`src/rtl/core/sps_pkg.sv`:
```
package sps_pkg;

  // Configuration register geometry
  localparam int CFG_W = 16;
  localparam int IDX_W = 2;

  // Configuration register indexes
  localparam logic [IDX_W-1:0] REG_POWER_ON_HOLD  = 2'd0;
  localparam logic [IDX_W-1:0] REG_POWER_OFF_HOLD = 2'd1;
  localparam logic [IDX_W-1:0] REG_SHUTDOWN_WAIT  = 2'd2;

  // Configuration reset values, in ticks
  localparam logic [CFG_W-1:0] POWER_ON_HOLD_RST  = 16'd1000;
  localparam logic [CFG_W-1:0] POWER_OFF_HOLD_RST = 16'd3000;
  localparam logic [CFG_W-1:0] SHUTDOWN_WAIT_RST  = 16'd10000;

  // Single-bit sequencer state
  typedef struct packed {
    logic on_state;
    logic hold_timing;
    logic shutdown_pending;
    logic shutdown_timing;
    logic regulator_level;
    logic request_level;
  } sps_flags_t;

  // One result transaction
  typedef struct packed {
    logic regulator_on;
    logic shutdown_request;
    logic system_on;
    logic shutting_down;
  } sps_result_t;

endpackage

```
`src/rtl/core/sps_step.sv`:
```
module sps_step #(
  parameter int TIMER_BITS = 17
) (
  input  sps_pkg::sps_flags_t           flags,
  input  logic [TIMER_BITS-1:0]         hold_elapsed,
  input  logic [TIMER_BITS-1:0]         shutdown_elapsed,
  input  logic                          button_pressed,
  input  logic                          low_voltage,
  input  logic [sps_pkg::CFG_W-1:0]     power_on_hold,
  input  logic [sps_pkg::CFG_W-1:0]     power_off_hold,
  input  logic [sps_pkg::CFG_W-1:0]     shutdown_wait,
  output sps_pkg::sps_flags_t           flags_next,
  output logic [TIMER_BITS-1:0]         hold_elapsed_next,
  output logic [TIMER_BITS-1:0]         shutdown_elapsed_next
);
  import sps_pkg::*;

  // Compare width covers both the counter and the 16-bit registers
  localparam int CMP_W = (TIMER_BITS > CFG_W) ? TIMER_BITS : CFG_W;

  logic [TIMER_BITS-1:0] he_inc;
  logic [TIMER_BITS-1:0] se_inc;
  logic                  on_fire;
  logic                  off_fire;
  logic                  sd_fire;

  // Saturating advance of the running timers at the start of the tick
  assign he_inc = !flags.hold_timing ? hold_elapsed :
                  (&hold_elapsed) ? hold_elapsed : hold_elapsed + 1'b1;
  assign se_inc = !flags.shutdown_timing ? shutdown_elapsed :
                  (&shutdown_elapsed) ? shutdown_elapsed : shutdown_elapsed + 1'b1;

  // Threshold compares, strictly greater than the register
  assign on_fire  = CMP_W'(he_inc) > CMP_W'(power_on_hold);
  assign off_fire = CMP_W'(he_inc) > CMP_W'(power_off_hold);
  assign sd_fire  = CMP_W'(se_inc) > CMP_W'(shutdown_wait);

  // Tick sequence: button or shutdown check, then low-voltage shutdown check
  always_comb begin
    flags_next            = flags;
    hold_elapsed_next     = he_inc;
    shutdown_elapsed_next = se_inc;

    if (!flags.shutdown_pending) begin
      if (button_pressed) begin
        if (!flags.hold_timing) begin
          flags_next.hold_timing = 1'b1;
          hold_elapsed_next      = '0;
        end else if (!flags.on_state) begin
          if (on_fire) begin
            flags_next.on_state        = 1'b1;
            flags_next.regulator_level = 1'b1;
            flags_next.hold_timing     = 1'b0;
          end
        end else if (off_fire) begin
          flags_next.on_state         = 1'b0;
          flags_next.request_level    = 1'b1;
          flags_next.hold_timing      = 1'b0;
          flags_next.shutdown_pending = 1'b1;
        end
      end else begin
        flags_next.hold_timing = 1'b0;
      end
    end else begin
      if (!flags.shutdown_timing) begin
        shutdown_elapsed_next       = '0;
        flags_next.shutdown_timing  = 1'b1;
        flags_next.request_level    = 1'b1;
        flags_next.shutdown_pending = 1'b1;
      end else if (sd_fire) begin
        flags_next.regulator_level  = 1'b0;
        flags_next.request_level    = 1'b0;
        flags_next.on_state         = 1'b0;
        flags_next.shutdown_timing  = 1'b0;
        flags_next.shutdown_pending = 1'b0;
      end
    end

    // Second shutdown check; a timer started in this tick sits at zero
    if (low_voltage) begin
      if (!flags_next.shutdown_timing) begin
        shutdown_elapsed_next       = '0;
        flags_next.shutdown_timing  = 1'b1;
        flags_next.request_level    = 1'b1;
        flags_next.shutdown_pending = 1'b1;
      end else if (CMP_W'(shutdown_elapsed_next) > CMP_W'(shutdown_wait)) begin
        flags_next.regulator_level  = 1'b0;
        flags_next.request_level    = 1'b0;
        flags_next.on_state         = 1'b0;
        flags_next.shutdown_timing  = 1'b0;
        flags_next.shutdown_pending = 1'b0;
      end
    end
  end

endmodule

```
`src/rtl/core/soft_power_button_sequencer_top.sv`:
```
// Path: input transaction into the input register, then sequencer logic into
// the result register. Throughput: one tick per cycle unless out_stall holds
// the result register; the state feeds back through the step logic.
// Reset (rst, synchronous, active high): system off, all timers idle,
// registers back to 1000 / 3000 / 10000 ticks, both pipeline stages empty.
module soft_power_button_sequencer_top #(
  parameter int TIMER_BITS = 17
) (
  input  logic                      clk,
  input  logic                      rst,
  // Configuration write port
  input  logic                      cfg_write,
  input  logic [sps_pkg::IDX_W-1:0] cfg_index,
  input  logic [sps_pkg::CFG_W-1:0] cfg_data,
  // Tick input channel
  input  logic                      in_valid,
  output logic                      in_stall,
  input  logic                      button_pressed,
  input  logic                      low_voltage,
  // Result channel
  output logic                      out_valid,
  input  logic                      out_stall,
  output logic                      regulator_on,
  output logic                      shutdown_request,
  output logic                      system_on,
  output logic                      shutting_down
);
  import sps_pkg::*;

  logic [CFG_W-1:0]      power_on_hold;
  logic [CFG_W-1:0]      power_off_hold;
  logic [CFG_W-1:0]      shutdown_wait;

  logic                  in_full;
  logic                  in_button;
  logic                  in_lowv;

  sps_flags_t            flags;
  sps_flags_t            flags_next;
  logic [TIMER_BITS-1:0] hold_elapsed;
  logic [TIMER_BITS-1:0] hold_elapsed_next;
  logic [TIMER_BITS-1:0] shutdown_elapsed;
  logic [TIMER_BITS-1:0] shutdown_elapsed_next;

  sps_result_t           result;
  logic                  out_open;
  logic                  advance;
  logic                  in_take;

  // Pipeline handshake
  assign out_open = !out_valid || !out_stall;
  assign advance  = in_full && out_open;
  assign in_stall = in_full && !out_open;
  assign in_take  = in_valid && !in_stall;

  // Configuration registers
  always_ff @(posedge clk) begin
    if (rst) begin
      power_on_hold  <= POWER_ON_HOLD_RST;
      power_off_hold <= POWER_OFF_HOLD_RST;
      shutdown_wait  <= SHUTDOWN_WAIT_RST;
    end else if (cfg_write) begin
      case (cfg_index)
        REG_POWER_ON_HOLD:  power_on_hold  <= cfg_data;
        REG_POWER_OFF_HOLD: power_off_hold <= cfg_data;
        REG_SHUTDOWN_WAIT:  shutdown_wait  <= cfg_data;
        default: ;
      endcase
    end
  end

  // Input register
  always_ff @(posedge clk) begin
    if (rst) begin
      in_full <= 1'b0;
    end else if (in_take) begin
      in_full <= 1'b1;
    end else if (advance) begin
      in_full <= 1'b0;
    end
  end

  always_ff @(posedge clk) begin
    if (in_take) begin
      in_button <= button_pressed;
      in_lowv   <= low_voltage;
    end
  end

  // Sequencer step logic
  sps_step #(
    .TIMER_BITS(TIMER_BITS)
  ) u_step (
    .flags                 (flags),
    .hold_elapsed          (hold_elapsed),
    .shutdown_elapsed      (shutdown_elapsed),
    .button_pressed        (in_button),
    .low_voltage           (in_lowv),
    .power_on_hold         (power_on_hold),
    .power_off_hold        (power_off_hold),
    .shutdown_wait         (shutdown_wait),
    .flags_next            (flags_next),
    .hold_elapsed_next     (hold_elapsed_next),
    .shutdown_elapsed_next (shutdown_elapsed_next)
  );

  // Sequencer state, updated once per tick
  always_ff @(posedge clk) begin
    if (rst) begin
      flags            <= '0;
      hold_elapsed     <= '0;
      shutdown_elapsed <= '0;
    end else if (advance) begin
      flags            <= flags_next;
      hold_elapsed     <= hold_elapsed_next;
      shutdown_elapsed <= shutdown_elapsed_next;
    end
  end

  // Result register
  always_ff @(posedge clk) begin
    if (rst) begin
      out_valid <= 1'b0;
    end else if (out_open) begin
      out_valid <= in_full;
    end
  end

  always_ff @(posedge clk) begin
    if (advance) begin
      result.regulator_on     <= flags_next.regulator_level;
      result.shutdown_request <= flags_next.request_level;
      result.system_on        <= flags_next.on_state;
      result.shutting_down    <= flags_next.shutdown_pending;
    end
  end

  assign regulator_on     = result.regulator_on;
  assign shutdown_request = result.shutdown_request;
  assign system_on        = result.system_on;
  assign shutting_down    = result.shutting_down;

  // The system is never on with the regulator cut
  a_on_has_regulator: assert property (@(posedge clk) disable iff (rst)
    flags.on_state |-> flags.regulator_level)
    else $error("system on without regulator drive");

  // A running shutdown timer always belongs to a pending shutdown
  a_timer_has_pending: assert property (@(posedge clk) disable iff (rst)
    flags.shutdown_timing |-> flags.shutdown_pending)
    else $error("shutdown timer running with no pending shutdown");

  // A tick moved out of the input register shows up as a result
  a_advance_to_result: assert property (@(posedge clk) disable iff (rst)
    advance |=> out_valid)
    else $error("tick advanced but no result presented");

  // The input side is only held off while the input and result stages are both full
  a_stall_only_full: assert property (@(posedge clk) disable iff (rst)
    in_stall |-> (in_full && out_valid))
    else $error("input stalled while pipeline has room");

endmodule

```
`config.mk`:
```
export PLATFORM = sky130hd
export DESIGN_NAME = soft_power_button_sequencer_top
export DESIGN_NICKNAME = d
export VERILOG_FILES = /design/src/rtl/core/sps_pkg.sv /design/src/rtl/core/sps_step.sv /design/src/rtl/core/soft_power_button_sequencer_top.sv
export SDC_FILE = /design/constraint.sdc
export NUM_CORES = 1
export LEC_CHECK = 0
export ABC_AREA = 1
export BUFFER_PORTS_ARGS = -buffer_cell sky130_fd_sc_hd__buf_4
export CORE_ASPECT_RATIO = 1.1
export CORE_MARGIN = 8
export CORE_UTILIZATION = 40
export CTS_CLUSTER_DIAMETER = 60
export DETAILED_ROUTE_END_ITERATION = 7
export GPL_TIMING_DRIVEN = 0
export PLACE_DENSITY = 0.64
export RECOVER_POWER = 100
export SLEW_MARGIN = 20
export SYNTH_ARGS = -nofsm -noshare
export SYNTH_HDL_FRONTEND = slang
export SYNTH_SLANG_ARGS = --single-unit
```
`constraint.sdc`:
```
create_clock -name clk -period 3.25 [get_ports clk]
set_clock_uncertainty 0.15 [all_clocks]
set_input_delay 0.1625 -clock clk [delete_from_list [all_inputs] [get_ports clk]]
set_output_delay 0.1625 -clock clk [all_outputs]
set_load 0.03 [all_outputs]
```
Yosys cells after proc, flatten, opt, wreduce, memory -nomap -nowiden
Index checks and enable logic that the tools add are counted.
{"block": "word_totals", "register_bits": 96, "out_inout_bits": 6, "elab_cells": 94}
{"block": "op_classes", "addsub": 2, "n_lt_le_gt_ge": 4, "n_eq_ne": 2, "muxes": 50, "bitwise": 1, "reduce_logical": 16}
{"op": "17-bit two-way mux", "n": 11}
{"op": "17-bit by 16-bit > comparator with 1-bit output", "n": 4}
{"op": "17-bit by 1-bit adder with 17-bit output (second input constant)", "n": 2}
{"op": "17-bit AND reduction", "n": 2}
{"op": "1-bit two-way mux", "n": 25}
{"op": "4-bit two-way mux", "n": 5}
{"op": "2-bit two-way mux", "n": 7}
{"op": "2-bit AND reduction", "n": 4}
{"op": "3-bit two-way mux", "n": 2}
{"op": "1-bit logical NOT", "n": 4}
{"op": "1-bit logical AND", "n": 3}
{"op": "2-bit by 1-bit equality test with 1-bit output (second input constant)", "n": 1}
{"op": "2-bit equality test (second input constant)", "n": 1}
{"op": "2-bit logical NOT", "n": 1}
{"op": "2-bit nonzero test", "n": 1}
{"op": "1-bit logical OR", "n": 1}
{"op": "1-bit inverter", "n": 1}

Depth between registers and ports, before layout
{"block": "logic_depth", "depth_word": 13, "depth_mapped": 31}

By module
From an unflattened synthesis, not the netlist that was laid out.
{"block": "hier_totals", "hier_cells": 1098, "area_unflattened_um2": 7154.4}
{"mod": "soft_power_button_sequencer_top", "n_inst": 1, "cells_each": 517, "area_each_um2": 3863.7, "seq_area_each_um2": 1981.9}
{"mod": "sps_step", "n_inst": 1, "cells_each": 581, "area_each_um2": 3290.7, "seq_area_each_um2": 0.0}

Least setup slack after synthesis
OpenSTA, ideal clock, no wires.
{"block": "synth_timing", "path_type": "register -> register", "start": "reg shutdown_elapsed[10]", "end": "reg shutdown_elapsed[6]", "setup_ns": 0.132, "arrival_ns": 2.805, "required_time_ns": 2.968, "path_slack_ns": 0.162, "stages_incl_launch_ff": 27, "cell_sequence": "dfxtp_1 -> inv_2 -> nor2_4 -> nand4_1 -> nor2_2 -> nand3b_2 -> nand2_4 -> inv_2 -> nand3_2 -> xor2_1 -> inv_2 -> ha_1 -> nand2_1 -> nor2_1 -> nor3b_2 -> nand2_1 -> nand2_1 -> nand2_1 -> nand2_1 -> nand2_1 -> nand2_1 -> nand2_1 -> nand3_2 -> nand4_1 -> buf_2 -> nand3_1 -> a21oi_1"}
{"block": "synth_between", "elab_chain_len": 11, "word_cells_on_any_way": 14, "cone_classes": "add/sub: 1; order compare: 1; mux: 11; reduce/logical: 1"}
{"element": "from (decl)", "line_no": "soft_power_button_sequencer_top.sv:42", "text": "logic [TIMER_BITS-1:0] shutdown_elapsed;"}
{"element": "from (signal assigned)", "line_no": "soft_power_button_sequencer_top.sv:116", "text": "shutdown_elapsed <= shutdown_elapsed_next;"}
{"element": "17-bit by 1-bit adder with 17-bit output or 17-bit AND reduction (tied branches)", "line_no": "sps_step.sv:31", "text": "(&shutdown_elapsed) ? shutdown_elapsed : shutdown_elapsed + 1'b1;"}
{"element": "17-bit two-way mux", "line_no": "sps_step.sv:31"}
{"element": "17-bit two-way mux (*)", "line_no": "sps_step.sv:30", "text": "assign se_inc = !flags.shutdown_timing ? shutdown_elapsed :"}
{"element": "17-bit by 16-bit > comparator with 1-bit output", "line_no": "sps_step.sv:36", "text": "assign sd_fire = CMP_W'(se_inc) > CMP_W'(shutdown_wait);"}
{"element": "4-bit two-way mux", "line_no": "sps_step.sv:70", "text": "end else if (sd_fire) begin"}
{"element": "4-bit two-way mux", "line_no": "sps_step.sv:65", "text": "if (!flags.shutdown_timing) begin"}
{"element": "4-bit two-way mux", "line_no": "sps_step.sv:44", "text": "if (!flags.shutdown_pending) begin"}
{"element": "2-bit two-way mux", "line_no": "sps_step.sv:65"}
{"element": "1-bit two-way mux", "line_no": "sps_step.sv:44"}
{"element": "17-bit two-way mux", "line_no": "sps_step.sv:81", "text": "if (!flags_next.shutdown_timing) begin"}
{"element": "17-bit two-way mux (*)", "line_no": "sps_step.sv:80", "text": "if (low_voltage) begin"}
Mark *: on every way between the ends. The rest lies on a longest branch, timed or not. The select of a mux whose other input is x is not followed.
A chain may end at the register's enable or synchronous reset.

Final worst setup path
{"block": "layout_timing", "start": "reg shutdown_elapsed[0]", "end": "reg shutdown_elapsed[14]"}
Same word-level chain as after synthesis.

==> qor.json <==
{
  "pwr": {
    "pwr-share-clk_pct": 42.3,
    "share_comb_of_total_power_pct": 15.0,
    "power.net_switching_uw": 780,
    "power.share.sequential_pct": 42.7,
    "power.ir.vdd_worst_mv": 0.227,
    "total_power_mw": 2.92,
    "power_density_mw_per_mm2": 355,
    "power.leakage_nw": 3.72,
    "sw_frac_of_total_pct": 26.7,
    "p_int_mw": 2.14
  },
  "routing": {
    "routed_via_density": 5.09,
    "detailroute.via_count": 5994,
    "drt_wl_total_mm": 17.7,
    "drc": 0,
    "drt_first_iter_violations": 338,
    "drt-pass1-iter-count": 5,
    "routed_wire_length_per_instance_um": 15.1,
    "detail-route-antenna-nets": 0
  },
  "synthesis": {
    "synth_ff_type": "sky130_fd_sc_hd__dfxtp_1",
    "distinct_cell_type_count_after_synthesis": 44,
    "synth-async-reset-ratio_pct": 0,
    "yosys.area.top_type_share_pct": 29.0,
    "yosysSeqAreaShare_pct": 31.9,
    "post_synth_edffs": 6,
    "synth.yosys.warnings": 0,
    "syn_avg_cell_area_um2": 7.12,
    "synthCells": 874,
    "synth.net_count": 965,
    "synth_seq_cells": 96,
    "syn_area_mm2": 0.00622,
    "synth_area_leader_cell": "sky130_fd_sc_hd__dfxtp_1",
    "synthTopCellsByArea": "sky130_fd_sc_hd__dfxtp_1 29%, sky130_fd_sc_hd__ha_1 13%, sky130_fd_sc_hd__nand2_1 12%"
  },
  "global_routing": {
    "antenna_found_initial": 0,
    "number_of_global_route_vias_before_repair": 5728,
    "grt_first_pass_wirelength_mm": 28.4,
    "grt_start_max_net_pins": 16,
    "overflow": 0,
    "grt.total_usage_pct": 17.8
  },
  "die": {
    "core_area_mm2": 0.0154,
    "chipHeight_um": 147,
    "initial_core_utilization_pct": 40.3,
    "num_io_pins": 31,
    "area_of_the_die_mm2": 0.0198,
    "chipWidth_um": 135,
    "std_cell_rows": 48
  },
  "sta": {
    "min_period_over_period_pct": 109,
    "pin_slew_with_the_least_headroom_to_its_limit_ns": 0.944,
    "finalHoldViolCount": 0,
    "setup_viol": 26,
    "number_of_max_slew_violations_in_the_final_report": 0,
    "unrepaired_setup_endpoints_after_global_routing": "true",
    "max_clock_freq_mhz": 283,
    "slew_headroom_pct": 37.1,
    "period_minus_slack_ns": 3.53,
    "postLayoutSetupSlackWorst_ns": -0.279,
    "whs_ns": 0.0867
  },
  "critical_path": {
    "crit_path_max_delay_cell_type": "sky130_fd_sc_hd__dfxtp_4",
    "r2r_start": "shutdown_elapsed[0]",
    "worst-path-max-fanout": 5,
    "worst-r2r-setup-slack_ns": -0.28,
    "crit_start_category": "flip-flop",
    "timing.critical_path.to_type": "flip-flop",
    "worst_setup_path_startpoint": "shutdown_elapsed[0]",
    "r2r_end": "shutdown_elapsed[14]",
    "cp.required_ns": 3.31,
    "criticalPathCategory": "flip-flop to flip-flop",
    "rr_worst_depth": 25,
    "worst_path_arrival_ns": 3.58,
    "critPathMostFrequentCell": "sky130_fd_sc_hd__nand2_1",
    "cpPeakStageDelay_ns": 0.37
  },
  "finish": {
    "drive_above_1_share_pct": 27.4,
    "antenna_cells_inserted": 0,
    "area_grow_syn2layout_pct": 32.3,
    "layout.nets": 1064
  },
  "hold_path": {
    "hold_depth": 4,
    "worst_hold_path_type": "primary input to flip-flop",
    "worst_hold_startpoint": "cfg_index[0]",
    "timing.hold.worst_endpoint": "power_on_hold[5]"
  },
  "placed_design": {
    "finalWeightedCongestion": 0.874,
    "detailed_place_hpwl_mm": 12.6,
    "buffer_ports.inserted": 29
  },
  "clock_network": {
    "clock_latency_ns": 0.36,
    "max_clock_buf_depth": 2,
    "clkTransAtPathRegs_ns": 0.07,
    "cts_tree": "built",
    "cts_htree_levels": 3,
    "cts_root_buf": "sky130_fd_sc_hd__clkbuf_16",
    "numCtsBuffers": 9,
    "clock_sinks": 96
  },
  "status": {
    "violations": "negative setup slack",
    "outcome": "finished, violations left"
  },
  "job": {
    "drv_cap": 0
  }
}
## metrics by stage
step           area (um2)  setup TNS (ns)  cells  setup slack [ns]  util [%]
6_report             8230           -6.16   1178            -0.279      53.3
5_1_grt              8230          -11.94   1178            -0.492      53.3
4_1_cts              7840           -4.01   1165            -0.188      50.8
3_5_place_dp         6690          -10.88   1103            -0.480      43.3
3_3_place_gp         6690          -11.24   1103            -0.504      43.3
2_1_floorplan        6220               0    874             0.162         -
## registers in the layout (all words and copies together) (netlist names)
register / flops
system_on: 1
power_off_hold: 16
power_on_hold: 16
out_valid: 1
shutdown_wait: 16
shutting_down: 1
in_full: 1
flags: 6
hold_elapsed: 17
in_lowv: 1
in_button: 1
regulator_on: 1
shutdown_request: 1
shutdown_elapsed: 17
## placed cells by master, fill, tap and decap left out, types with 4 or more instances in the layout
master and n:
sky130_fd_sc_hd__nand3_4 9, sky130_fd_sc_hd__nor2_1 27, sky130_fd_sc_hd__nand3_1 24, sky130_fd_sc_hd__nand3b_1 4, sky130_fd_sc_hd__ha_1 51, sky130_fd_sc_hd__xor2_1 14
sky130_fd_sc_hd__buf_6 6, sky130_fd_sc_hd__xnor2_1 8, sky130_fd_sc_hd__dfxtp_2 15, sky130_fd_sc_hd__a21oi_1 75, sky130_fd_sc_hd__o211ai_1 20, sky130_fd_sc_hd__nand2_4 7
sky130_fd_sc_hd__clkinv_2 4, sky130_fd_sc_hd__nor3_1 8, sky130_fd_sc_hd__o21ai_0 36, sky130_fd_sc_hd__nand2_1 175, sky130_fd_sc_hd__nand2_2 26, sky130_fd_sc_hd__xor2_2 5
sky130_fd_sc_hd__ha_4 15, sky130_fd_sc_hd__a21oi_2 16, sky130_fd_sc_hd__inv_2 34, sky130_fd_sc_hd__nor2_4 10, sky130_fd_sc_hd__dfxtp_1 69, sky130_fd_sc_hd__nand4_1 14
sky130_fd_sc_hd__clkbuf_1 33, sky130_fd_sc_hd__dlygate4sd3_1 20, sky130_fd_sc_hd__inv_1 111, sky130_fd_sc_hd__edfxtp_1 6, sky130_fd_sc_hd__clkbuf_16 9, sky130_fd_sc_hd__dfxtp_4 6
sky130_fd_sc_hd__nand3_2 16, sky130_fd_sc_hd__nor2_2 10, sky130_fd_sc_hd__buf_4 52
## layer usage
metal  share of wire (%)  vias to the layer above  global-route usage [%]
li1                    -                     3034                       -
met1                  45                     2781                    22.3
met2                  48                      134                    29.9
met3                 3.7                       45                    2.49
met4                 3.2                        0                    7.20
met5                   0                        -                       0
## power groups by stage
stage          logic (mW)  clock network (mW)  registers, mW
6_report            0.439                1.24           1.25
3_5_place_dp        0.334                   0           1.28
3_3_place_gp        0.332                   0           1.28
4_1_cts             0.411                1.25           1.25
2_1_floorplan       0.215                   0           1.28
5_1_grt             0.482                1.30           1.25
## critical path, delay by kind of cell (launching register included)
kind / cells / cell delay, ns
AOI/OAI and AO/OA: 1 / 0.07
xor gates and xnor gates: 1 / 0.17
adders and majority gates: 1 / 0.27
buffers and inverters: 5 / 0.58
DFF: 1 / 0.37
and+or+nand+nor: 17 / 1.75
## final cells by class
cell class / count / area [um2]
Buffer: 29 / 129
Clock buffer: 10 / 229
Clock inverter: 6 / 108
Sequential cell: 96 / 2020
Tap cell: 200 / 250
Inverter: 150 / 573
Fill cell: 1372 / 7200
Timing Repair Buffer: 88 / 699
Multi-Input combinational cell: 599 / 4220
## how the worst max path moves through the flow
stage	end	slack [ns]	cells after the start
after CTS	shutdown_elapsed[9]	-0.19	27
final	shutdown_elapsed[14]	-0.28	25
after detailed placement	shutdown_elapsed[12]	-0.48	26
after global placement	shutdown_elapsed[12]	-0.50	26
after floorplan	shutdown_elapsed[6]	0.16	26
after global routing	shutdown_elapsed[10]	-0.49	25
## timing repair
action                                  in CTS  in global routing
hold endpoints to repair                    43                  0
cloned                                       2                  0
endpoints found under the setup margin      27                 27
resized for setup                          107                 75
hold buffers                                20                  0
setup buffers                               24                 13
pin swaps                                   45                 39
## cell usage after synthesis (all sizes together), types with 5 or more instances
master,n
xnor2,9
o211ai,20
nand3,49
nand3b,5
o21ai,41
buf,6
nor2,47
a21oi,92
nor3,12
dfxtp,90
clkbuf,23
nand2,209
xor2,19
inv,147
nand4,14
edfxtp,6
ha,66
## kinds of logic after synthesis
group,Yosys count,synth area share [%]
fa+ha+maj,66,13.3
flops,96,31.9
compound gates,161,14.2
simple gates,343,25.5
xor+xnor,28,4.06
mux,1,0.161
buf+inv,179,11.0
Note: power is estimated with default switching activity, not from simulation.
